===== config.mk =====
export PLATFORM = sky130hd
export DESIGN_NAME = small_alphabet_unpack_decoder_unit
export DESIGN_NICKNAME = d
export VERILOG_FILES = /design/src/sau_pkg.sv /design/src/sau_fifo.sv /design/src/sau_front.sv /design/src/sau_back.sv /design/src/small_alphabet_unpack_decoder_unit.sv
export SDC_FILE = /design/constraint.sdc
export NUM_CORES = 1
export LEC_CHECK = 0
export BUFFER_PORTS_ARGS = -buffer_cell sky130_fd_sc_hd__buf_2
export CAP_MARGIN = 0
export CELL_PAD_IN_SITES_DETAIL_PLACEMENT = 1
export CELL_PAD_IN_SITES_GLOBAL_PLACEMENT = 2
export CORE_UTILIZATION = 45
export CTS_CLUSTER_DIAMETER = 50
export DETAILED_ROUTE_END_ITERATION = 8
export GPL_TIMING_DRIVEN = 0
export PLACE_DENSITY = 0.81
export SETUP_SLACK_MARGIN = 0.4
export SLEW_MARGIN = 25
export SYNTH_ARGS = -nofsm -noshare
export SYNTH_HDL_FRONTEND = slang
export SYNTH_SLANG_ARGS = --single-unit

===== constraint.sdc =====
create_clock -name clk -period 6.2 [get_ports clk]
set_input_delay 0.62 -clock clk [delete_from_list [all_inputs] [get_ports clk]]
set_output_delay 0.62 -clock clk [all_outputs]
set_load 0.005 [all_outputs]

===== src/sau_pkg.sv =====
// ----------------------------------------------------------------------------
// sau_pkg: shared types and constants of the small-alphabet unpack decoder
// Holds the channel types, the work item that passes from the front to the
// back, and the format codes of the stream header.
// ----------------------------------------------------------------------------
package sau_pkg;

	localparam int TABLE_DEPTH_DEF = 16;
	localparam int LEN_BITS_DEF    = 32;
	localparam int TBL_IDX_W       = 4;
	localparam int REP_W           = 32;
	localparam int WQ_DEPTH        = 2;
	localparam int OUT_DEPTH       = 4;
	localparam int OUT_LVL_W       = $clog2(OUT_DEPTH + 1);
	localparam int LEN_CONT_BIT    = 7;

	localparam logic [7:0] FMT_CODE_RUN   = 8'h00;
	localparam logic [7:0] FMT_CODE_RAW   = 8'h01;
	localparam logic [7:0] FMT_CODE_TWO   = 8'h02;
	localparam logic [7:0] FMT_CODE_FOUR  = 8'h04;
	localparam logic [7:0] FMT_CODE_EIGHT = 8'h08;

	typedef enum logic [2:0] {
		PH_FORMAT,
		PH_RAW,
		PH_TABLE_FIRST,
		PH_TABLE,
		PH_LENGTH,
		PH_DATA,
		PH_DRAIN
	} phase_t;

	typedef enum logic [1:0] {
		FM_RUN,
		FM_TWO,
		FM_FOUR,
		FM_EIGHT
	} fmt_mode_t;

	typedef enum logic [2:0] {
		WK_CLEAR,
		WK_WRITE,
		WK_EMIT,
		WK_RUN,
		WK_UNPACK
	} work_kind_t;

	typedef struct packed {
		logic [7:0] data_byte;
		logic       end_of_stream;
	} in_item_t;

	typedef struct packed {
		logic [7:0]       symbol;
		logic [REP_W-1:0] repeat_count;
		logic             last;
		logic             error;
	} result_t;

	typedef struct packed {
		work_kind_t           kind;
		logic [7:0]           data;
		logic [REP_W-1:0]     rep;
		logic                 last;
		logic                 err;
		fmt_mode_t            mode;
		logic [3:0]           count;
		logic [TBL_IDX_W-1:0] addr;
	} work_item_t;

endpackage


===== src/sau_fifo.sv =====
// ----------------------------------------------------------------------------
// sau_fifo: small register queue
// First-in first-out buffer with a fill level, used between the front and
// the back and again on the result side.
// ----------------------------------------------------------------------------
module sau_fifo #(
	parameter int WIDTH = 8,
	parameter int DEPTH = 2
) (
	input  logic                           clk,
	input  logic                           arst_n,
	input  logic                           push,
	input  logic [WIDTH-1:0]               wdata,
	output logic                           full,
	input  logic                           pop,
	output logic [WIDTH-1:0]               rdata,
	output logic                           empty,
	output logic [$clog2(DEPTH+1)-1:0]     level
);

	localparam int AW = (DEPTH > 1) ? $clog2(DEPTH) : 1;
	localparam int CW = $clog2(DEPTH + 1);

	logic [WIDTH-1:0] mem_q [DEPTH];
	logic [AW-1:0]    wr_ptr_q;
	logic [AW-1:0]    rd_ptr_q;
	logic [CW-1:0]    count_q;
	logic             do_push;
	logic             do_pop;

	assign do_push = push && !full;
	assign do_pop  = pop && !empty;
	assign full    = (count_q == CW'(DEPTH));
	assign empty   = (count_q == '0);
	assign level   = count_q;
	assign rdata   = mem_q[rd_ptr_q];

	always_ff @(posedge clk) begin
		if (do_push) begin
			mem_q[wr_ptr_q] <= wdata;
		end
	end

	always_ff @(posedge clk or negedge arst_n) begin
		if (!arst_n) begin
			wr_ptr_q <= '0;
			rd_ptr_q <= '0;
			count_q  <= '0;
		end else begin
			if (do_push) begin
				wr_ptr_q <= (wr_ptr_q == AW'(DEPTH - 1)) ? '0 : wr_ptr_q + 1'b1;
			end
			if (do_pop) begin
				rd_ptr_q <= (rd_ptr_q == AW'(DEPTH - 1)) ? '0 : rd_ptr_q + 1'b1;
			end
			if (do_push && !do_pop) begin
				count_q <= count_q + 1'b1;
			end else if (do_pop && !do_push) begin
				count_q <= count_q - 1'b1;
			end
		end
	end

endmodule


===== src/sau_front.sv =====
// ----------------------------------------------------------------------------
// sau_front: stream parser
// Follows the header, table and length fields of the stream one byte at a
// time and turns each byte into at most one work item for the back.
// ----------------------------------------------------------------------------
module sau_front #(
	parameter int TABLE_DEPTH = sau_pkg::TABLE_DEPTH_DEF,
	parameter int LEN_BITS    = sau_pkg::LEN_BITS_DEF
) (
	input  logic                 clk,
	input  logic                 arst_n,
	input  logic                 push,
	input  sau_pkg::in_item_t    item,
	output logic                 full,
	output logic                 wq_push,
	output sau_pkg::work_item_t  wq_item,
	input  logic                 wq_full
);

	localparam int SHW = $clog2(LEN_BITS + 1);
	localparam int FW  = $clog2(TABLE_DEPTH + 1);
	localparam int EW  = LEN_BITS + 7;
	localparam int IW  = sau_pkg::TBL_IDX_W;
	localparam int RW  = sau_pkg::REP_W;

	sau_pkg::phase_t    phase_q;
	sau_pkg::phase_t    phase_d;
	sau_pkg::fmt_mode_t mode_q;
	sau_pkg::fmt_mode_t fmt_mode;
	logic [FW-1:0]       fill_q;
	logic [LEN_BITS-1:0] accum_q;
	logic [SHW-1:0]      shift_q;
	logic [LEN_BITS-1:0] left_q;

	logic                accept;
	logic [7:0]          b;
	logic                eos;
	logic                fmt_ok;
	logic [EW-1:0]       shifted;
	logic                ovf;
	logic [LEN_BITS-1:0] len_new;
	logic [SHW:0]        shift_inc;
	logic [SHW-1:0]      shift_sat;
	logic [3:0]          per;
	logic                left_gt;
	logic [3:0]          n_sym;
	logic [LEN_BITS-1:0] left_new;
	logic                tbl_wr;

	assign full   = wq_full;
	assign accept = push && !wq_full;
	assign b      = item.data_byte;
	assign eos    = item.end_of_stream;

	always_comb begin
		fmt_ok   = 1'b1;
		fmt_mode = sau_pkg::FM_RUN;
		unique case (b)
			sau_pkg::FMT_CODE_RUN:   fmt_mode = sau_pkg::FM_RUN;
			sau_pkg::FMT_CODE_TWO:   fmt_mode = sau_pkg::FM_TWO;
			sau_pkg::FMT_CODE_FOUR:  fmt_mode = sau_pkg::FM_FOUR;
			sau_pkg::FMT_CODE_EIGHT: fmt_mode = sau_pkg::FM_EIGHT;
			default:                 fmt_ok   = 1'b0;
		endcase
	end

	// Length varint: place seven payload bits at the current shift and
	// flag any bit that lands at or above LEN_BITS.
	assign shifted   = EW'(b[6:0]) << shift_q;
	assign ovf       = (shift_q >= SHW'(LEN_BITS)) ? (b[6:0] != 7'd0)
	                                               : (|shifted[EW-1:LEN_BITS]);
	assign len_new   = accum_q | shifted[LEN_BITS-1:0];
	assign shift_inc = {1'b0, shift_q} + (SHW+1)'(7);
	assign shift_sat = (shift_inc > (SHW+1)'(LEN_BITS)) ? SHW'(LEN_BITS)
	                                                   : shift_inc[SHW-1:0];

	always_comb begin
		unique case (mode_q)
			sau_pkg::FM_EIGHT: per = 4'd8;
			sau_pkg::FM_FOUR:  per = 4'd4;
			default:           per = 4'd2;
		endcase
	end

	assign left_gt  = left_q > LEN_BITS'(per);
	assign n_sym    = left_gt ? per : left_q[3:0];
	assign left_new = left_q - LEN_BITS'(n_sym);
	assign tbl_wr   = !eos && (fill_q < FW'(TABLE_DEPTH)) &&
	                  ((phase_q == sau_pkg::PH_TABLE_FIRST) || (b != 8'd0));

	// Next phase.
	always_comb begin
		phase_d = phase_q;
		unique case (phase_q)
			sau_pkg::PH_FORMAT: begin
				if (b == sau_pkg::FMT_CODE_RAW) begin
					phase_d = eos ? sau_pkg::PH_FORMAT : sau_pkg::PH_RAW;
				end else if (fmt_ok && !eos) begin
					phase_d = sau_pkg::PH_TABLE_FIRST;
				end else begin
					phase_d = eos ? sau_pkg::PH_FORMAT : sau_pkg::PH_DRAIN;
				end
			end
			sau_pkg::PH_RAW: begin
				phase_d = eos ? sau_pkg::PH_FORMAT : sau_pkg::PH_RAW;
			end
			sau_pkg::PH_TABLE_FIRST: begin
				phase_d = eos ? sau_pkg::PH_FORMAT : sau_pkg::PH_TABLE;
			end
			sau_pkg::PH_TABLE: begin
				if (eos) begin
					phase_d = sau_pkg::PH_FORMAT;
				end else if (b == 8'd0) begin
					phase_d = sau_pkg::PH_LENGTH;
				end
			end
			sau_pkg::PH_LENGTH: begin
				if (eos) begin
					phase_d = sau_pkg::PH_FORMAT;
				end else if (ovf) begin
					phase_d = sau_pkg::PH_DRAIN;
				end else if (b[sau_pkg::LEN_CONT_BIT]) begin
					phase_d = sau_pkg::PH_LENGTH;
				end else if ((len_new == '0) || (mode_q == sau_pkg::FM_RUN)) begin
					phase_d = sau_pkg::PH_DRAIN;
				end else begin
					phase_d = sau_pkg::PH_DATA;
				end
			end
			sau_pkg::PH_DATA: begin
				if (eos) begin
					phase_d = sau_pkg::PH_FORMAT;
				end else if (left_new == '0) begin
					phase_d = sau_pkg::PH_DRAIN;
				end
			end
			sau_pkg::PH_DRAIN: begin
				phase_d = eos ? sau_pkg::PH_FORMAT : sau_pkg::PH_DRAIN;
			end
			default: phase_d = sau_pkg::PH_FORMAT;
		endcase
	end

	// Work item for the back.
	always_comb begin
		wq_push         = 1'b0;
		wq_item.kind    = sau_pkg::WK_EMIT;
		wq_item.data    = 8'd0;
		wq_item.rep     = '0;
		wq_item.last    = 1'b1;
		wq_item.err     = 1'b1;
		wq_item.mode    = mode_q;
		wq_item.count   = n_sym;
		wq_item.addr    = IW'(fill_q);
		unique case (phase_q)
			sau_pkg::PH_FORMAT: begin
				if (b != sau_pkg::FMT_CODE_RAW) begin
					wq_push = 1'b1;
					if (fmt_ok && !eos) begin
						wq_item.kind = sau_pkg::WK_CLEAR;
					end
				end
			end
			sau_pkg::PH_RAW: begin
				wq_push      = 1'b1;
				wq_item.data = b;
				wq_item.rep  = RW'(1);
				wq_item.last = eos;
				wq_item.err  = 1'b0;
			end
			sau_pkg::PH_TABLE_FIRST, sau_pkg::PH_TABLE: begin
				if (eos) begin
					wq_push = 1'b1;
				end else if (tbl_wr) begin
					wq_push      = 1'b1;
					wq_item.kind = sau_pkg::WK_WRITE;
					wq_item.data = b;
				end
			end
			sau_pkg::PH_LENGTH: begin
				if (ovf || (b[sau_pkg::LEN_CONT_BIT] && eos)) begin
					wq_push = 1'b1;
				end else if (!b[sau_pkg::LEN_CONT_BIT] && (len_new != '0)) begin
					if (mode_q == sau_pkg::FM_RUN) begin
						wq_push      = 1'b1;
						wq_item.kind = sau_pkg::WK_RUN;
						wq_item.rep  = RW'(len_new);
						wq_item.err  = 1'b0;
					end else if (eos) begin
						wq_push = 1'b1;
					end
				end
			end
			sau_pkg::PH_DATA: begin
				wq_push = 1'b1;
				if (!(eos && left_gt)) begin
					wq_item.kind = sau_pkg::WK_UNPACK;
					wq_item.data = b;
					wq_item.last = (left_new == '0);
					wq_item.err  = 1'b0;
				end
			end
			default: wq_push = 1'b0;
		endcase
		wq_push = wq_push && accept;
	end

	always_ff @(posedge clk or negedge arst_n) begin
		if (!arst_n) begin
			phase_q <= sau_pkg::PH_FORMAT;
			mode_q  <= sau_pkg::FM_RUN;
			fill_q  <= '0;
			accum_q <= '0;
			shift_q <= '0;
			left_q  <= '0;
		end else if (accept) begin
			phase_q <= phase_d;
			case (phase_q) inside
				sau_pkg::PH_FORMAT: begin
					fill_q  <= '0;
					accum_q <= '0;
					shift_q <= '0;
					left_q  <= '0;
					if (fmt_ok) begin
						mode_q <= fmt_mode;
					end
				end
				sau_pkg::PH_TABLE_FIRST, sau_pkg::PH_TABLE: begin
					if (tbl_wr) begin
						fill_q <= fill_q + 1'b1;
					end
				end
				sau_pkg::PH_LENGTH: begin
					if (!ovf) begin
						accum_q <= len_new;
					end
					if (b[sau_pkg::LEN_CONT_BIT]) begin
						shift_q <= shift_sat;
					end else begin
						left_q <= len_new;
					end
				end
				sau_pkg::PH_DATA: begin
					left_q <= left_new;
				end
				default: begin
				end
			endcase
		end
	end

endmodule


===== src/sau_back.sv =====
// ----------------------------------------------------------------------------
// sau_back: table store and symbol unpacker
// Executes work items: clears and fills the symbol table, and emits one
// result per cycle while it has credit, unpacking bytes symbol by symbol.
// ----------------------------------------------------------------------------
module sau_back #(
	parameter int TABLE_DEPTH = sau_pkg::TABLE_DEPTH_DEF
) (
	input  logic                          clk,
	input  logic                          arst_n,
	input  sau_pkg::work_item_t           wq_item,
	input  logic                          wq_empty,
	output logic                          wq_pop,
	input  logic [sau_pkg::OUT_LVL_W-1:0] out_level,
	output logic                          out_push,
	output sau_pkg::result_t              out_result
);

	localparam int AW = $clog2(TABLE_DEPTH);
	localparam int IW = sau_pkg::TBL_IDX_W;
	localparam int RW = sau_pkg::REP_W;
	localparam int LW = sau_pkg::OUT_LVL_W;

	logic [7:0]         mem_q [TABLE_DEPTH];
	logic [TABLE_DEPTH-1:0] vld_q;

	logic               busy_q;
	logic [7:0]         cur_byte_q;
	sau_pkg::fmt_mode_t cur_mode_q;
	logic [3:0]         cur_cnt_q;
	logic               cur_last_q;

	logic               valid_s2;
	logic               use_tbl_s2;
	logic               hit_s2;
	logic [7:0]         sym_s2;
	logic [7:0]         rd_data_s2;
	logic [RW-1:0]      rep_s2;
	logic               last_s2;
	logic               err_s2;

	logic               credit;
	logic [7:0]         src_byte;
	sau_pkg::fmt_mode_t src_mode;
	logic [3:0]         src_cnt;
	logic               src_last;
	logic [IW-1:0]      unp_idx;
	logic [7:0]         unp_rest;

	logic               issue;
	logic               tbl_clr;
	logic               tbl_wr;
	logic               load;
	logic               use_tbl_s1;
	logic [IW-1:0]      idx_s1;
	logic [7:0]         sym_s1;
	logic [RW-1:0]      rep_s1;
	logic               last_s1;
	logic               err_s1;
	logic [AW-1:0]      rd_addr;
	logic               hit_s1;

	// A slot is reserved in the result queue for the result now in stage 2.
	assign credit = (({1'b0, out_level} + (LW+1)'(valid_s2)) < (LW+1)'(sau_pkg::OUT_DEPTH));

	assign src_byte = busy_q ? cur_byte_q : wq_item.data;
	assign src_mode = busy_q ? cur_mode_q : wq_item.mode;
	assign src_cnt  = busy_q ? cur_cnt_q  : wq_item.count;
	assign src_last = busy_q ? cur_last_q : wq_item.last;

	// The most significant index of the byte comes out first.
	always_comb begin
		unique case (src_mode)
			sau_pkg::FM_EIGHT: begin
				unp_idx  = IW'(src_byte[7]);
				unp_rest = {src_byte[6:0], 1'b0};
			end
			sau_pkg::FM_FOUR: begin
				unp_idx  = IW'(src_byte[7:6]);
				unp_rest = {src_byte[5:0], 2'b0};
			end
			default: begin
				unp_idx  = IW'(src_byte[7:4]);
				unp_rest = {src_byte[3:0], 4'b0};
			end
		endcase
	end

	always_comb begin
		issue      = 1'b0;
		wq_pop     = 1'b0;
		tbl_clr    = 1'b0;
		tbl_wr     = 1'b0;
		load       = 1'b0;
		use_tbl_s1 = 1'b1;
		idx_s1     = unp_idx;
		sym_s1     = wq_item.data;
		rep_s1     = RW'(1);
		last_s1    = src_last && (src_cnt == 4'd1);
		err_s1     = 1'b0;
		if (busy_q) begin
			issue = credit;
		end else if (!wq_empty) begin
			unique case (wq_item.kind)
				sau_pkg::WK_CLEAR: begin
					tbl_clr = 1'b1;
					wq_pop  = 1'b1;
				end
				sau_pkg::WK_WRITE: begin
					tbl_wr = 1'b1;
					wq_pop = 1'b1;
				end
				sau_pkg::WK_EMIT: begin
					issue      = credit;
					wq_pop     = credit;
					use_tbl_s1 = 1'b0;
					rep_s1     = wq_item.rep;
					last_s1    = wq_item.last;
					err_s1     = wq_item.err;
				end
				sau_pkg::WK_RUN: begin
					issue   = credit;
					wq_pop  = credit;
					idx_s1  = '0;
					rep_s1  = wq_item.rep;
					last_s1 = 1'b1;
				end
				sau_pkg::WK_UNPACK: begin
					issue  = credit;
					wq_pop = credit;
					load   = credit && (wq_item.count > 4'd1);
				end
				default: wq_pop = 1'b1;
			endcase
		end
	end

	assign rd_addr = idx_s1[AW-1:0];
	assign hit_s1  = ({1'b0, idx_s1} < (IW+1)'(TABLE_DEPTH)) && vld_q[rd_addr];

	always_ff @(posedge clk) begin
		if (tbl_wr) begin
			mem_q[wq_item.addr[AW-1:0]] <= wq_item.data;
		end
		rd_data_s2 <= mem_q[rd_addr];
		use_tbl_s2 <= use_tbl_s1;
		hit_s2     <= hit_s1;
		sym_s2     <= sym_s1;
		rep_s2     <= rep_s1;
		last_s2    <= last_s1;
		err_s2     <= err_s1;
		if (issue) begin
			cur_byte_q <= unp_rest;
			cur_cnt_q  <= src_cnt - 1'b1;
		end
		if (load) begin
			cur_mode_q <= wq_item.mode;
			cur_last_q <= wq_item.last;
		end
	end

	always_ff @(posedge clk or negedge arst_n) begin
		if (!arst_n) begin
			busy_q   <= 1'b0;
			vld_q    <= '0;
			valid_s2 <= 1'b0;
		end else begin
			valid_s2 <= issue;
			if (tbl_clr) begin
				vld_q <= '0;
			end else if (tbl_wr) begin
				vld_q[wq_item.addr[AW-1:0]] <= 1'b1;
			end
			if (load) begin
				busy_q <= 1'b1;
			end else if (busy_q && issue && (cur_cnt_q == 4'd1)) begin
				busy_q <= 1'b0;
			end
		end
	end

	assign out_push                = valid_s2;
	assign out_result.symbol       = use_tbl_s2 ? (hit_s2 ? rd_data_s2 : 8'd0) : sym_s2;
	assign out_result.repeat_count = rep_s2;
	assign out_result.last         = last_s2;
	assign out_result.error        = err_s2;

endmodule


===== src/small_alphabet_unpack_decoder_unit.sv =====
// ----------------------------------------------------------------------------
// small_alphabet_unpack_decoder_unit: packed small-alphabet stream decoder
// Decodes a byte stream with a format byte, a symbol table, a varint length
// and packed table indices into symbol results, with raw and run formats.
// ----------------------------------------------------------------------------
//
// Channel   Direction  Handshake                    Payload
// item      in         push / full  (push & !full)  data_byte, end_of_stream
// result    out        pop / empty  (pop & !empty)  symbol, repeat_count, last, error
//
// A packed data byte yields up to two, four or eight symbols. The back-end
// unpacker takes no new work item until the byte is done, and produces one
// result per cycle while the result queue has room. A result passes from
// the edge that accepts its byte through the work queue, the stage 2
// registers and the result queue to the result ports, and can then be popped.
// Reset is asynchronous and needs no clearing pass; the table valid bits
// clear at once. A stalled result side fills the result queue, then the
// work queue, and only then raises full.
//
module small_alphabet_unpack_decoder_unit #(
	parameter int TABLE_DEPTH = sau_pkg::TABLE_DEPTH_DEF,
	parameter int LEN_BITS    = sau_pkg::LEN_BITS_DEF
) (
	input  logic              clk,
	input  logic              arst_n,
	input  logic              push,
	input  sau_pkg::in_item_t item,
	output logic              full,
	output logic              empty,
	input  logic              pop,
	output sau_pkg::result_t  result
);

	// The front end parses the stream and hands at most one work item per
	// byte to the back end through a short queue. Each work item is one
	// transaction on that queue. The queue keeps table writes and table reads
	// in stream order, so a new stream can start while the old one is still
	// unpacking.
	logic                          wq_push;
	logic                          wq_full;
	logic                          wq_pop;
	logic                          wq_empty;
	sau_pkg::work_item_t           wq_in;
	sau_pkg::work_item_t           wq_head;

	// The back end writes finished results into the result queue, which
	// presents the oldest one on the result ports.
	logic                          out_push;
	logic                          out_full;
	logic [sau_pkg::OUT_LVL_W-1:0] out_level;
	sau_pkg::result_t              out_result;

	sau_front #(
		.TABLE_DEPTH (TABLE_DEPTH),
		.LEN_BITS    (LEN_BITS)
	) u_front (
		.clk     (clk),
		.arst_n  (arst_n),
		.push    (push),
		.item    (item),
		.full    (full),
		.wq_push (wq_push),
		.wq_item (wq_in),
		.wq_full (wq_full)
	);

	sau_fifo #(
		.WIDTH ($bits(sau_pkg::work_item_t)),
		.DEPTH (sau_pkg::WQ_DEPTH)
	) u_work_queue (
		.clk    (clk),
		.arst_n (arst_n),
		.push   (wq_push),
		.wdata  (wq_in),
		.full   (wq_full),
		.pop    (wq_pop),
		.rdata  (wq_head),
		.empty  (wq_empty),
		.level  ()
	);

	sau_back #(
		.TABLE_DEPTH (TABLE_DEPTH)
	) u_back (
		.clk        (clk),
		.arst_n     (arst_n),
		.wq_item    (wq_head),
		.wq_empty   (wq_empty),
		.wq_pop     (wq_pop),
		.out_level  (out_level),
		.out_push   (out_push),
		.out_result (out_result)
	);

	sau_fifo #(
		.WIDTH ($bits(sau_pkg::result_t)),
		.DEPTH (sau_pkg::OUT_DEPTH)
	) u_result_queue (
		.clk    (clk),
		.arst_n (arst_n),
		.push   (out_push),
		.wdata  (out_result),
		.full   (out_full),
		.pop    (pop),
		.rdata  (result),
		.empty  (empty),
		.level  (out_level)
	);

`ifndef ASSERT_OFF
	// The front end must never push a work item the queue cannot take.
	a_wq_no_overflow: assert property (@(posedge clk) disable iff (!arst_n)
		wq_push |-> !wq_full)
		else $error("work item pushed into a full work queue");

	// The credit check in the back end must keep the result queue from
	// overflowing.
	a_out_no_overflow: assert property (@(posedge clk) disable iff (!arst_n)
		out_push |-> !out_full)
		else $error("result pushed into a full result queue");

	// An error result always ends its stream and carries no symbol.
	a_error_shape: assert property (@(posedge clk) disable iff (!arst_n)
		(!empty && result.error) |->
			(result.last && (result.symbol == 8'd0) && (result.repeat_count == '0)))
		else $error("malformed error result");
`endif

endmodule


After elaboration in Yosys (flattened, before gate mapping). Memory sizes are Yosys's and may differ from the RTL's. A register that Yosys moved wholly into a read port is not among the register bits. Index checks and enable logic that the tools add are counted.

Add/sub/neg operators: 13. Magnitude comparators: 9. Eq/ne operators: 30. Shift-type cells: 1. Muxes and demuxes: 116. Bitwise operators: 4. Reductions and logical operators: 69.

Operators by type and width (number): $mux W32 (12); $logic_not A32 Y1 (2); $pmux W32 S2 (1); $mux W1 (45); $mux W3 (15); $shl A7 B6 Y39 (1); $gt A32 B4 Y1 (1); $mux W16 (2); $or A32 B32 Y32 (1); $reduce_bool A32 Y1 (1); $sub A32 B4 Y32 (1); $mux W6 (5); $mux W8 (3); $pmux W8 S3 (1); $logic_and A1 B1 Y1 (21); $pmux W3 S7 (1); $mux W10 (2); $mux W4 (5); $mux W2 (9); $or A16 B16 Y16 (1); $pmux W4 S2 (2); $pmux W8 S2 (1); $reduce_bool A2 Y1 (8); $eq A3 B3 Y1 const B (5); 52 further kinds (96).

Register bits: 168. RAM bits: 406. Logic and storage cells: 270. Memories: 3.

Memories: u_result_queue.mem_q (words 4, bits a word 42, read ports 1, clocked after Yosys merged registers in 0, write ports 1, line sau_fifo.sv:24) `logic [WIDTH-1:0] mem_q [DEPTH];`; u_back.mem_q (words 16, bits a word 8, read ports 1, clocked after Yosys merged registers in 1, write ports 1, line sau_back.sv:24) `logic [7:0] mem_q [TABLE_DEPTH];`; u_work_queue.mem_q (words 2, bits a word 55, read ports 1, clocked after Yosys merged registers in 0, write ports 1, line sau_fifo.sv:24).

Depth between registers and ports, before layout. Gate-level depths: netlist of run 1.

Depth in word-level cells: 13. Gate-level depth with buffers: 20. Depth with buffers taken out: 19.

By module. From an unflattened synthesis of run 1, not the netlist that was laid out.

Cell total of the unflattened synthesis: 1908. Area total of the unflattened synthesis: 25650.9 sq um.

Modules (own cells, without submodules): sau_back (times used 1, cells each 640, area each 8483.1 sq um); sau_fifo at u_result_queue (times used 1, cells each 257, area each 6493.7 sq um); sau_front (times used 1, cells each 821, area each 6343.6 sq um); sau_fifo at u_work_queue (times used 1, cells each 190, area each 4330.4 sq um).

Worst setup path before layout of run 1. No wires, ideal clock.

Path type: input-to-reg. Start: in item[1] (netlist bit). End: mem u_work_queue.mem_q[1][0] (netlist bit), enable pin. Library setup time: 474 ps. Arrival: 4619 ps. Required time: 5726 ps. Slack: 1107 ps. Stages on the path: 9. Cells stage by stage: clkbuf_1 > nor4b_1 > a21o_1 > a211oi_1 > o2111ai_1 > and4b_1 > nand3_1 > a22oi_2 > nor2b_1.

Word-level cells in the longest chain between the ends: 11.

Ends and longest elaborated chain: start, declared (line small_alphabet_unpack_decoder_unit.sv:27) `input sau_pkg::in_item_t item,`; $shl A7 B6 Y39 (line sau_front.sv:69) `assign shifted = EW'(b[6:0]) << shift_q;`; $or A32 B32 Y32 (line sau_front.sv:72) `assign len_new = accum_q | shifted[LEN_BITS-1:0];`; $reduce_bool A32 Y1 (line sau_front.sv:183) `end else if (!b[sau_pkg::LEN_CONT_BIT] && (len_new != '0)) begin`; $logic_and A1 B1 Y1 (line sau_front.sv:183); $mux W1 (line sau_front.sv:183); $mux W1 (line sau_front.sv:181) `if (ovf || (b[sau_pkg::LEN_CONT_BIT] && eos)) begin`; $pmux W1 S4 * (line sau_front.sv:155) `unique case (phase_q)`; $logic_and A1 B1 Y1 * (line sau_front.sv:205) `wq_push = wq_push && accept;`; $logic_and A1 B1 Y1 * (line sau_fifo.sv:31) `assign do_push = push && !full;`; $mux W1 * (line sau_fifo.sv:39) `if (do_push) begin`; $mux W1 (not written as such) * (line sau_fifo.sv:40) `mem_q[wr_ptr_q] <= wdata;`; end, declared (line sau_fifo.sv:24).

Every way passes the cells marked *; elsewhere a longest branch is shown, timed or not.

==> results of run 1 <==
## area by class of cell
cell class,instances,area (um^2),area share [%]
timing repair buffer,59,423,1.48
sequential,581,16400,57.4
clock inverter,37,357,1.25
clock buffer,91,1900,6.66
multi-input combinational,1118,8010,28.1
tap,696,871,3.05
inverter,41,154,0.539
buffer,108,428,1.50
antenna,2,5.00,0.0175
## sequential cells by signal, summed over array words and instances, names as in the netlist, 2 cells and up
signal                   flops
u_front.phase_q              3
u_result_queue.wr_ptr_q      2
u_result_queue.mem_q       168
u_front.left_q              32
u_work_queue.mem_q         110
u_work_queue.level           2
u_back.mem_q               128
u_back.rep_s2               32
u_back.cur_cnt_q             4
u_front.accum_q             32
u_front.mode_q               2
u_back.vld_q                16
u_front.fill_q               5
u_back.sym_s2                8
u_result_queue.rd_ptr_q      2
u_result_queue.level         3
u_front.shift_q              6
u_back.cur_mode_q            2
u_back.rd_data_s2            8
u_back.cur_byte_q            7
## routing by layer
layer	vias to the layer above	part of all wire, %
met2	450	47
met4	0	2.5
met1	8397	45
met5	-	0
li1	7316	-
met3	118	5.1
## logic make-up (layout without fill, tap and decap cells)
logic type | count (synthesis) | count (layout)
AO/OA/AOI/OAI | 376 | 376
flip-flops | 581 | 581
adder cells (fa/ha/maj) | 20 | 20
buffers and inverters | 149 | 336
multiplexers | 195 | 195
other | 1 | 3
XOR/XNOR | 22 | 22
AND/OR/NAND/NOR | 504 | 504
## synth_stat cells, types with 6 or more instances
master	count	area [um^2]
o21ai_0	85	425
o31ai_1	32	240
buf_1	14	52.6
nor3_1	56	280
nand2b_1	21	131
nor2_1	172	646
nor4_1	11	68.8
a21oi_1	65	325
a31oi_1	15	93.8
and2_1	10	62.6
a22o_1	10	87.6
o22ai_1	17	106
xnor2_1	13	114
o32ai_1	6	52.6
or2_2	8	50.1
dfxtp_1	52	1040
clkbuf_1	76	285
edfxtp_1	420	12600
o21a_1	28	210
ha_1	18	225
o32a_1	11	110
nand3_1	17	85.1
nand4_1	20	125
buf_2	18	90.1
xor2_1	9	78.8
mux2_2	53	597
nor2b_1	18	113
o211ai_1	45	338
dfrtp_1	109	2730
mux4_2	43	968
or3_1	11	68.8
nand2_1	131	492
inv_1	41	154
mux2i_1	98	981
a211oi_1	6	45.0
## worst max-delay path: cells and delay by family, from the launching register on
family	cells	cell delay, ps
flops	1	440
compound gates	3	810
mux	1	430
fa+ha+maj	1	530
simple gates	9	2880
buf+inv	1	260
## report_power, final
group | internal [mW] | switching (mW)
Clock | 2.32 | 1.66
Combinational | 2.22 | 4.27
Sequential | 5.40 | 0.484
Total | 9.95 | 6.42
## stage by stage
step           instances  setup slack (ps)  hold WS (ps)
2_1_floorplan       1848              1110           324
3_3_place_gp        2596             -1460           447
3_5_place_dp        2602               774           461
4_1_cts             2731               705           369
5_1_grt             2731               410           405
6_report            2733               635           411
## path summary, 6_finish.rpt
| path | start | slack, ps | to | cells past startpoint |
|---|---|---|---|---|
| worst max-delay path | u_front.left_q[17]$_DFFE_PN0P_ | 640 | u_work_queue.mem_q[0][11]$_DFFE_PP_ | 15 |
| worst min-delay path | item[8] | 410 | u_front.mode_q[0]$_DFFE_PN0P_ | 3 |
| worst max register to register | u_front.left_q[17]$_DFFE_PN0P_ | 640 | u_work_queue.mem_q[0][11]$_DFFE_PP_ | 15 |
| worst min register to register | u_back.rep_s2[15]$_SDFF_PP0_ | 470 | u_result_queue.mem_q[0][17]$_DFFE_PP_ | 0 |
| max in group asynchronous | arst_n | 4970 | u_result_queue.wr_ptr_q[0]$_DFFE_PN0P_ | 3 |
| min in group asynchronous | arst_n | 550 | u_front.accum_q[12]$_DFFE_PN0P_ | 2 |
==> results.cfg, run 1 <==
[power]
power_mw = 16.4
p_leak_nw = 10.2
powerDensity_nw_per_um2 = 574
ir_drop_mv = 0.219

[setup_path]
slowest_stage = nor3_1
worstPathMaxFanout = 10
crit_top_cell = nand2_1
cp-start-kind = flop
cp_data_required_time_ps = 6590
path_class = reg2reg
critPathMaxStageDelay_ps = 590
cp_cell_sequence = or4_4, or2_4, or3_1, or3_4, clkbuf_1, nand2_1, o21ai_0, fa_1, nand3_1, nand2_1, nor3_1, mux2_2, a2111oi_4, nand3_2, o211ai_1
worstSetupEndpointType = flop
arrival_ps = 5960

[floorplanning]
ios = 57
dieArea_um2 = 56300
fp.dieW_um = 237
rows = 85
core_um2 = 54200
initial_core_util_pct = 45.9
fp.dieH_um = 237

[global_route]
grt_usage_pct = 25.3
gr-usage-met1_pct = 35.4
grt_max_degree = 62
grt_pass1_wl_mm = 107
grt_pass1_vias = 17500
antenna_found_initial = 1
grt_use_met2_pct = 40.3
grt_busiest_layer = met2
grt_use_met3_pct = 4.03
grt_overflow = 0

[yosys]
synth_warnings = 0
syn_area_um2 = 24900
post_synth.cell_area_avg_um2 = 13.5
synth_xor_area_share_pct = 0.774
synth_compound_area_share_pct = 10.2
ys.flop_type = edfxtp_1
yosys_register_bits = 581
seq_area_frac_synth_pct = 65.8
async_reset_ff_share_pct = 18.8
synth_adder_area_share_pct = 1.07
synth_top_family_by_area = multiplexers
synth_nets = 1881
synthMuxAreaShare_pct = 10.3
postSynthCellCount = 1848
yosys.area_share.simple_pct = 9.48
synth-edff-count = 420
ys_types = 78

[placed_design]
post-dp-hpwl_mm = 47.2
dpl-instance-area_um2 = 26300
gp_congestion = 0.925
portBuffers = 52

[min_path]
min_path_type = in2reg

[status]
outcome = completed

[final_layout]
finalInstanceArea_um2 = 28500
drive_gt1_share_pct = 15.6
final_cell_mix = 420 x edfxtp_1, 169 x nor2_1, 131 x nand2_1, 109 x dfrtp_1, 98 x mux2i_1
layout-area-overhead-vs-synth_pct = 14.6
final_common_cell = edfxtp_1
final_nets = 2011
final_util_pct = 52.6
fill_cells = 5392

[sta]
hold_violations = 0
tns_ps = 0
worstMarginPinSlew_ps = 1080
rsz0062_at_grt = no
fin_crit_sh_pct = 89.8
slew-limit-headroom_pct = 27.6
setup_viol = 0
finClkSkew_ps = 28.6
post-route-min-period_ps = 5560
slew_viol_final = 0
max_freq_mhz = 180

[cts]
cts_buffers = 69
cts.sinks = 581
worstSkewPairLatency_ps = 610
postCtsSetupRepairBufs = 0
cts_buffer_depth = 3
root_buffer = clkbuf_16
cts.hold.buffers_added = 1
cts.htree.levels = 3
ctsResizeCount = 0
cts_tree = yes
path_clk_slew_ps = 60

[route]
routedWlPerCell_um = 25.3
drtIter0Drc = 1171
totalWireLength_mm = 69.3
num_vias = 16300
firstDrtPassIters = 5
avgViaCountPerCell = 5.96
drc_errors = 0
ant_nets = 0

[job]
max_cap_viol_count = 0
Power figures use the tool's default switching activity.
==> run 2: changes to the inputs <==
--- a/config.mk
+++ b/config.mk
@@ -9,10 +9,12 @@
 export CAP_MARGIN = 0
 export CELL_PAD_IN_SITES_DETAIL_PLACEMENT = 1
 export CELL_PAD_IN_SITES_GLOBAL_PLACEMENT = 2
+export CORE_ASPECT_RATIO = 0.5
 export CORE_UTILIZATION = 45
 export CTS_CLUSTER_DIAMETER = 50
 export DETAILED_ROUTE_END_ITERATION = 8
 export GPL_TIMING_DRIVEN = 0
+export HOLD_SLACK_MARGIN = 0.05
 export PLACE_DENSITY = 0.81
 export SETUP_SLACK_MARGIN = 0.4
 export SLEW_MARGIN = 25
==> run 2 against run 1 <==
  * Worst hold slack better by 17 ps
  * Combinational power hardly changed
  * Via count is 1.2% lower
  * Final area is 1.3% lower
  * Largest power group unchanged
  * Sequential power hardly changed
  * Non-clock buffer count is 3 higher
==> results.cfg, run 2 (synthesized netlist as in run 1, its figures left out) <==
[cts]
path_clk_slew_ps = 70
cts.htree.levels = 2
cts_buffers = 52
cts.sinks = 581
cts_tree = yes
root_buffer = clkbuf_16
worstSkewPairLatency_ps = 610
cts_buffer_depth = 3

[setup_path]
worstSetupEndpointType = flop
cp-start-kind = flop
rrSetupSlack_ps = 710
arrival_ps = 5930
worstPathMaxFanout = 10
cp_data_required_time_ps = 6640
path_class = reg2reg

[final_layout]
final_common_cell = edfxtp_1
antenna_cells = 0
top_regs = u_result_queue.mem_q x168, u_back.mem_q x128, u_work_queue.mem_q x110
largest_register_ffs = 168
final_util_pct = 51.9
drive_gt1_share_pct = 14.7
largest_register = u_result_queue.mem_q
fin_cells = 2751
regArea_um2 = 16400
finalInstanceArea_um2 = 28100
final_nets = 1997
final_cell_mix = 420 x edfxtp_1, 171 x nor2_1, 131 x nand2_1, 109 x dfrtp_1, 98 x mux2i_1
multi_input_area_um2 = 8020
fill_cells = 5465
layout-area-overhead-vs-synth_pct = 13.1

[global_route]
grt_usage_pct = 24.9
grt_max_degree = 58
grt_pass1_wl_mm = 105
grt_pass1_vias = 16500
grt_overflow = 0
antenna_found_initial = 1

[floorplanning]
fp.dieW_um = 335
dieArea_um2 = 56300
core_um2 = 54200
fp.dieH_um = 168
ios = 57
rows = 60
initial_core_util_pct = 45.9

[route]
avgViaCountPerCell = 5.85
routedWlPerCell_um = 25.3
drtIter0Drc = 1459
drc_errors = 0
ant_nets = 0
totalWireLength_mm = 69.6
firstDrtPassIters = 5
num_vias = 16100

[power]
p_comb_share_pct = 41.2
p_int_mw = 9.52
p_leak_nw = 10.0
ir_drop_mv = 0.210
p_seq_share_pct = 37.3
pwr-share-clk_pct = 21.5
power.share.switching_pct = 39.5
switchingPower_mw = 6.23
power_mw = 15.7
powerDensity_nw_per_um2 = 559

[sta]
rsz0062_at_grt = no
slew_viol_final = 0
post-route-min-period_ps = 5490
hold_violations = 0
hold_ws_ps = 428
tns_ps = 0
fin_ws_ps = 713
finClkSkew_ps = 42.7
slew-limit-headroom_pct = 27.0
setup_viol = 0
worstMarginPinSlew_ps = 1090
fin_crit_sh_pct = 88.5
max_freq_mhz = 182

[placed_design]
gp_congestion = 0.871
dpl-instance-area_um2 = 26300
portBuffers = 52
placedCellCount = 2652
pre_cts_ws_ps = 521
post-dp-hpwl_mm = 49.0

[job]
max_cap_viol_count = 0

[min_path]
min_path_type = in2reg

[status]
outcome = completed
==> run 2: cell types whose count changed in the layout (fill, tap and decap cells not counted), moves of 3 or more <==
| cell | previous run | this run |
|---|---|---|
| clkbuf_1 | 89 | 83 |
| clkbuf_2 | 0 | 3 |
| clkbuf_8 | 9 | 2 |
| clkbuf_16 | 69 | 52 |
| bufinv_16 | 3 | 7 |
| inv_6 | 8 | 3 |
==> run 2: path summary, 6_finish.rpt <==
check | from | endpoint | cells past startpoint
max in group asynchronous | arst_n | u_front.left_q[4]$_DFFE_PN0P_ | 3
worst min-delay path | item[8] | u_front.mode_q[0]$_DFFE_PN0P_ | 3
worst max-delay path | u_front.left_q[13]$_DFFE_PN0P_ | u_front.phase_q[0]$_DFFE_PN0P_ | 15
worst max register to register | u_front.left_q[13]$_DFFE_PN0P_ | u_front.phase_q[0]$_DFFE_PN0P_ | 15
min in group asynchronous | arst_n | u_back.vld_q[10]$_DFFE_PN0P_ | 2
worst min register to register | u_back.rep_s2[16]$_SDFF_PP0_ | u_result_queue.mem_q[1][18]$_DFFE_PP_ | 0
==> run 2: timing repair <==
action,4_1_cts,5_1_grt
buffers inserted,0,0
endpoints found under the setup margin,0,4
hold buffers,1,0
endpoints found under the hold margin,52,0
gates resized for setup,0,3
==> run 2: cell type report <==
| cell class | instances | area share (%) |
|---|---|---|
| multi-input cells | 1118 | 28.5 |
| plain buffers | 108 | 1.53 |
| inverters | 41 | 0.547 |
| flip-flops and latches | 581 | 58.2 |
| clock buffers | 63 | 4.84 |
| repair buffers | 62 | 1.63 |
| clock inverters | 34 | 1.46 |
| well taps | 744 | 3.31 |
==> run 2: layer usage <==
| layer | share of wire [%] | global-route usage, % | up-vias |
|---|---|---|---|
| met1 | 46 | 35.7 | 8297 |
| li1 | - | - | 7253 |
| met4 | 2.8 | 7.21 | 0 |
| met2 | 46 | 39.5 | 430 |
| met3 | 5.1 | 3.79 | 113 |
| met5 | 0 | 0 | - |
==> run 2: power by group through the flow <==
stage               registers [mW]  clock network, mW  logic (mW)
CTS                           5.87               3.44        6.49
global route                  5.96               3.56        7.01
floorplan                     5.78                  0        4.14
global placement              5.92                  0        6.22
finish                        5.87               3.38        6.49
detailed placement            5.94                  0        6.44
==> run 2: worst max-delay path, cell delays in order, from the launching register on <==
cell       delay (ps)
dfrtp_1           410
nor3_1            480
nand4_1           360
or3_1             440
or3_4             440
clkbuf_1          300
mux2i_1           340
ha_1              330
a21oi_1           200
nand2_1           270
nor3_2            390
mux2_2            410
a2111oi_4         300
nand3_2           190
a211oi_1          340
o22ai_1           140
==> run 3: changes to the inputs <==
--- a/config.mk
+++ b/config.mk
@@ -5,17 +5,17 @@
 export SDC_FILE = /design/constraint.sdc
 export NUM_CORES = 1
 export LEC_CHECK = 0
-export BUFFER_PORTS_ARGS = -buffer_cell sky130_fd_sc_hd__buf_2
+export BUFFER_PORTS_ARGS = -buffer_cell sky130_fd_sc_hd__buf_4
 export CAP_MARGIN = 0
 export CELL_PAD_IN_SITES_DETAIL_PLACEMENT = 1
 export CELL_PAD_IN_SITES_GLOBAL_PLACEMENT = 2
 export CORE_ASPECT_RATIO = 0.5
-export CORE_UTILIZATION = 45
+export CORE_UTILIZATION = 25
 export CTS_CLUSTER_DIAMETER = 50
 export DETAILED_ROUTE_END_ITERATION = 8
 export GPL_TIMING_DRIVEN = 0
 export HOLD_SLACK_MARGIN = 0.05
-export PLACE_DENSITY = 0.81
+export PLACE_DENSITY = 0.51
 export SETUP_SLACK_MARGIN = 0.4
 export SLEW_MARGIN = 25
 export SYNTH_ARGS = -nofsm -noshare
==> run 3 against run 2 <==
  * Non-clock buffer count increased by 3
  * Sequential share of layout area decreased by 2.9 points
  * Final area grew 5.2%
  * Setup slack worse by 14 ps
  * First-iteration DRC count shrank 38%
  * Combinational power rose by 4.3%
  * Power grew 6.2%
  * Worst hold slack got worse by 38 ps
  * Clock skew down 21 ps
  * Via count decreased by 1.7%
  * Clock power up 22%
  * Sequential cell count is the same
  * Critical path type unchanged
==> results.cfg, run 3 (synthesized netlist as in run 1, its figures left out) <==
[floorplanning]
dieArea_um2 = 101000
rows = 81
initial_core_util_pct = 25.3
core_um2 = 98200
fp.dieH_um = 225
ios = 57
fp.dieW_um = 448

[global_route]
grt_max_degree = 71
grt_pass1_vias = 16500
grt_usage_pct = 15.2
grt_overflow = 0
grt_pass1_wl_mm = 113
antenna_found_initial = 4

[min_path]
min_path_type = in2reg
min_from = item[8]
whs_path_depth = 3
hold_end = u_front.mode_q[0]$_DFFE_PN0P_

[route]
avgViaCountPerCell = 4.70
totalWireLength_mm = 76.2
drtIter0Drc = 898
firstDrtPassIters = 4
routedWlPerCell_um = 22.6
num_vias = 15800
ant_nets = 0
drc_errors = 0

[placed_design]
post-dp-hpwl_mm = 53.5
gp_congestion = 0.795
dpl-instance-area_um2 = 27300
portBuffers = 52

[power]
powerDensity_nw_per_um2 = 565
pwr-share-clk_pct = 24.6
p_leak_nw = 10.3
switchingPower_mw = 6.51
p_seq_share_pct = 34.9
p_comb_share_pct = 40.4
ir_drop_mv = 0.176
power.share.switching_pct = 38.9
p_int_mw = 10.2

[final_layout]
final_nets = 2015
finalInstanceArea_um2 = 29600
fill_cells = 10500
drive_gt1_share_pct = 15.8
largest_register = u_result_queue.mem_q
final_util_pct = 30.2
final_common_cell = edfxtp_1
layout-area-overhead-vs-synth_pct = 18.9
final_cell_mix = 420 x edfxtp_1, 169 x nor2_1, 131 x nand2_1, 109 x dfrtp_1, 98 x mux2i_1
largest_register_ffs = 168
top_regs = u_result_queue.mem_q x168, u_back.mem_q x128, u_work_queue.mem_q x110

[setup_path]
crit-reg2reg-capture = u_front.phase_q[0]$_DFFE_PN0P_
cp_data_required_time_ps = 6690
arrival_ps = 6000
cp-start-kind = flop
worst_r2r_path_depth = 15
path_buf_inv = 1
worstSetupEndpointType = flop
rrSetupSlack_ps = 700
reg2reg_from = u_front.left_q[13]$_DFFE_PN0P_
path_class = reg2reg
worstPathMaxFanout = 10
critPathTopFamily = simple AND/OR/NAND/NOR gates
startpoint = u_front.left_q[13]$_DFFE_PN0P_
slowest_stage = or4_1
cp_cell_sequence = nor3_1, nand4_1, or3_1, or3_4, clkbuf_1, o21ai_1, ha_1, o211ai_1, nand2_1, or4_1, xnor2_1, o2111a_1, nand3_2, a211oi_1, o22ai_1
critPathMaxStageDelay_ps = 600

[cts]
cts_buffer_depth = 3
worstSkewPairLatency_ps = 630
root_buffer = clkbuf_16
cts.sinks = 581
cts_tree = yes
cts.htree.levels = 3
path_clk_slew_ps = 50
cts_buffers = 67
postCtsSetupRepairBufs = 0

[sta]
worstMarginPinSlew_ps = 1060
hold_ws_ps = 390
setup_viol = 0
fin_crit_sh_pct = 88.7
max_freq_mhz = 182
post-route-min-period_ps = 5500
finClkSkew_ps = 21.6
slew-limit-headroom_pct = 28.9
rsz0062_at_grt = no
slew_viol_final = 0
hold_violations = 0

[job]
max_cap_viol_count = 0

[status]
outcome = completed
[run 3: final cells by class]
type,instances,area [um^2],share of cell area [%]
antenna,2,5.00,0.0169
buffer,108,432,1.46
tap,1328,1660,5.61
multi-input combinational,1118,8050,27.2
sequential,581,16400,55.3
timing repair buffer,65,663,2.24
inverter,41,154,0.520
clock inverter,29,395,1.34
clock buffer,94,1870,6.32
[run 3: metal layers]
| layer | GRT usage [%] | vias up | part of all wire, % |
|---|---|---|---|
| met5 | 0 | - | 0 |
| met4 | 3.89 | 0 | 1.7 |
| met3 | 2.51 | 104 | 2.7 |
| met2 | 23.9 | 174 | 46 |
| met1 | 21.7 | 8240 | 49 |
| li1 | - | 7308 | - |
[run 3: worst register-to-register path, stage by stage (launching register included)]
cell and delay, ps:
dfrtp_1 410, nor3_1 500, nand4_1 330, or3_1 430
or3_4 440, clkbuf_1 270, o21ai_1 380, ha_1 310
o211ai_1 200, nand2_1 350, or4_1 610, xnor2_1 270
o2111a_1 280, nand3_2 190, a211oi_1 280, o22ai_1 120
[run 3: stage by stage]
| stage | power (mW) | std cells | TNS (ps) | setup WS, ps |
|---|---|---|---|---|
| floorplan | 9.92 | 1848 | 0 | 1110 |
| detailed placement | 12.8 | 3239 | 0 | 552 |
| finish | 16.7 | 3366 | 0 | 699 |
| global route | 17.7 | 3364 | 0 | 535 |
| global placement | 12.7 | 3228 | -209610 | -2040 |
| CTS | 17.0 | 3363 | 0 | 525 |
[run 3: repair_timing]
item | 4_1_cts | 5_1_grt
endpoints found under the hold margin | 39 | 0
endpoints found under the setup margin | 0 | 4
gates resized for setup | 0 | 3
hold buffers | 1 | 0
[run 3: power groups by stage]
stage / sequential, mW / combinational (mW) / clock (mW)
finish: 5.84 / 6.77 / 4.12
global route: 5.94 / 7.41 / 4.39
detailed placement: 5.92 / 6.91 / 0
floorplan: 5.78 / 4.14 / 0
CTS: 5.85 / 6.94 / 4.25
global placement: 5.95 / 6.74 / 0
[run 3: worst max path at each step]
stage,endpoint,cells past startpoint
global placement,u_work_queue.mem_q[1][30]$_DFFE_PP_,9
CTS,u_front.phase_q[0]$_DFFE_PN0P_,16
global route,u_front.phase_q[0]$_DFFE_PN0P_,15
floorplan,u_work_queue.mem_q[1][0]$_DFFE_PP_,9
finish,u_front.phase_q[0]$_DFFE_PN0P_,15
detailed placement,u_front.phase_q[0]$_DFFE_PN0P_,16
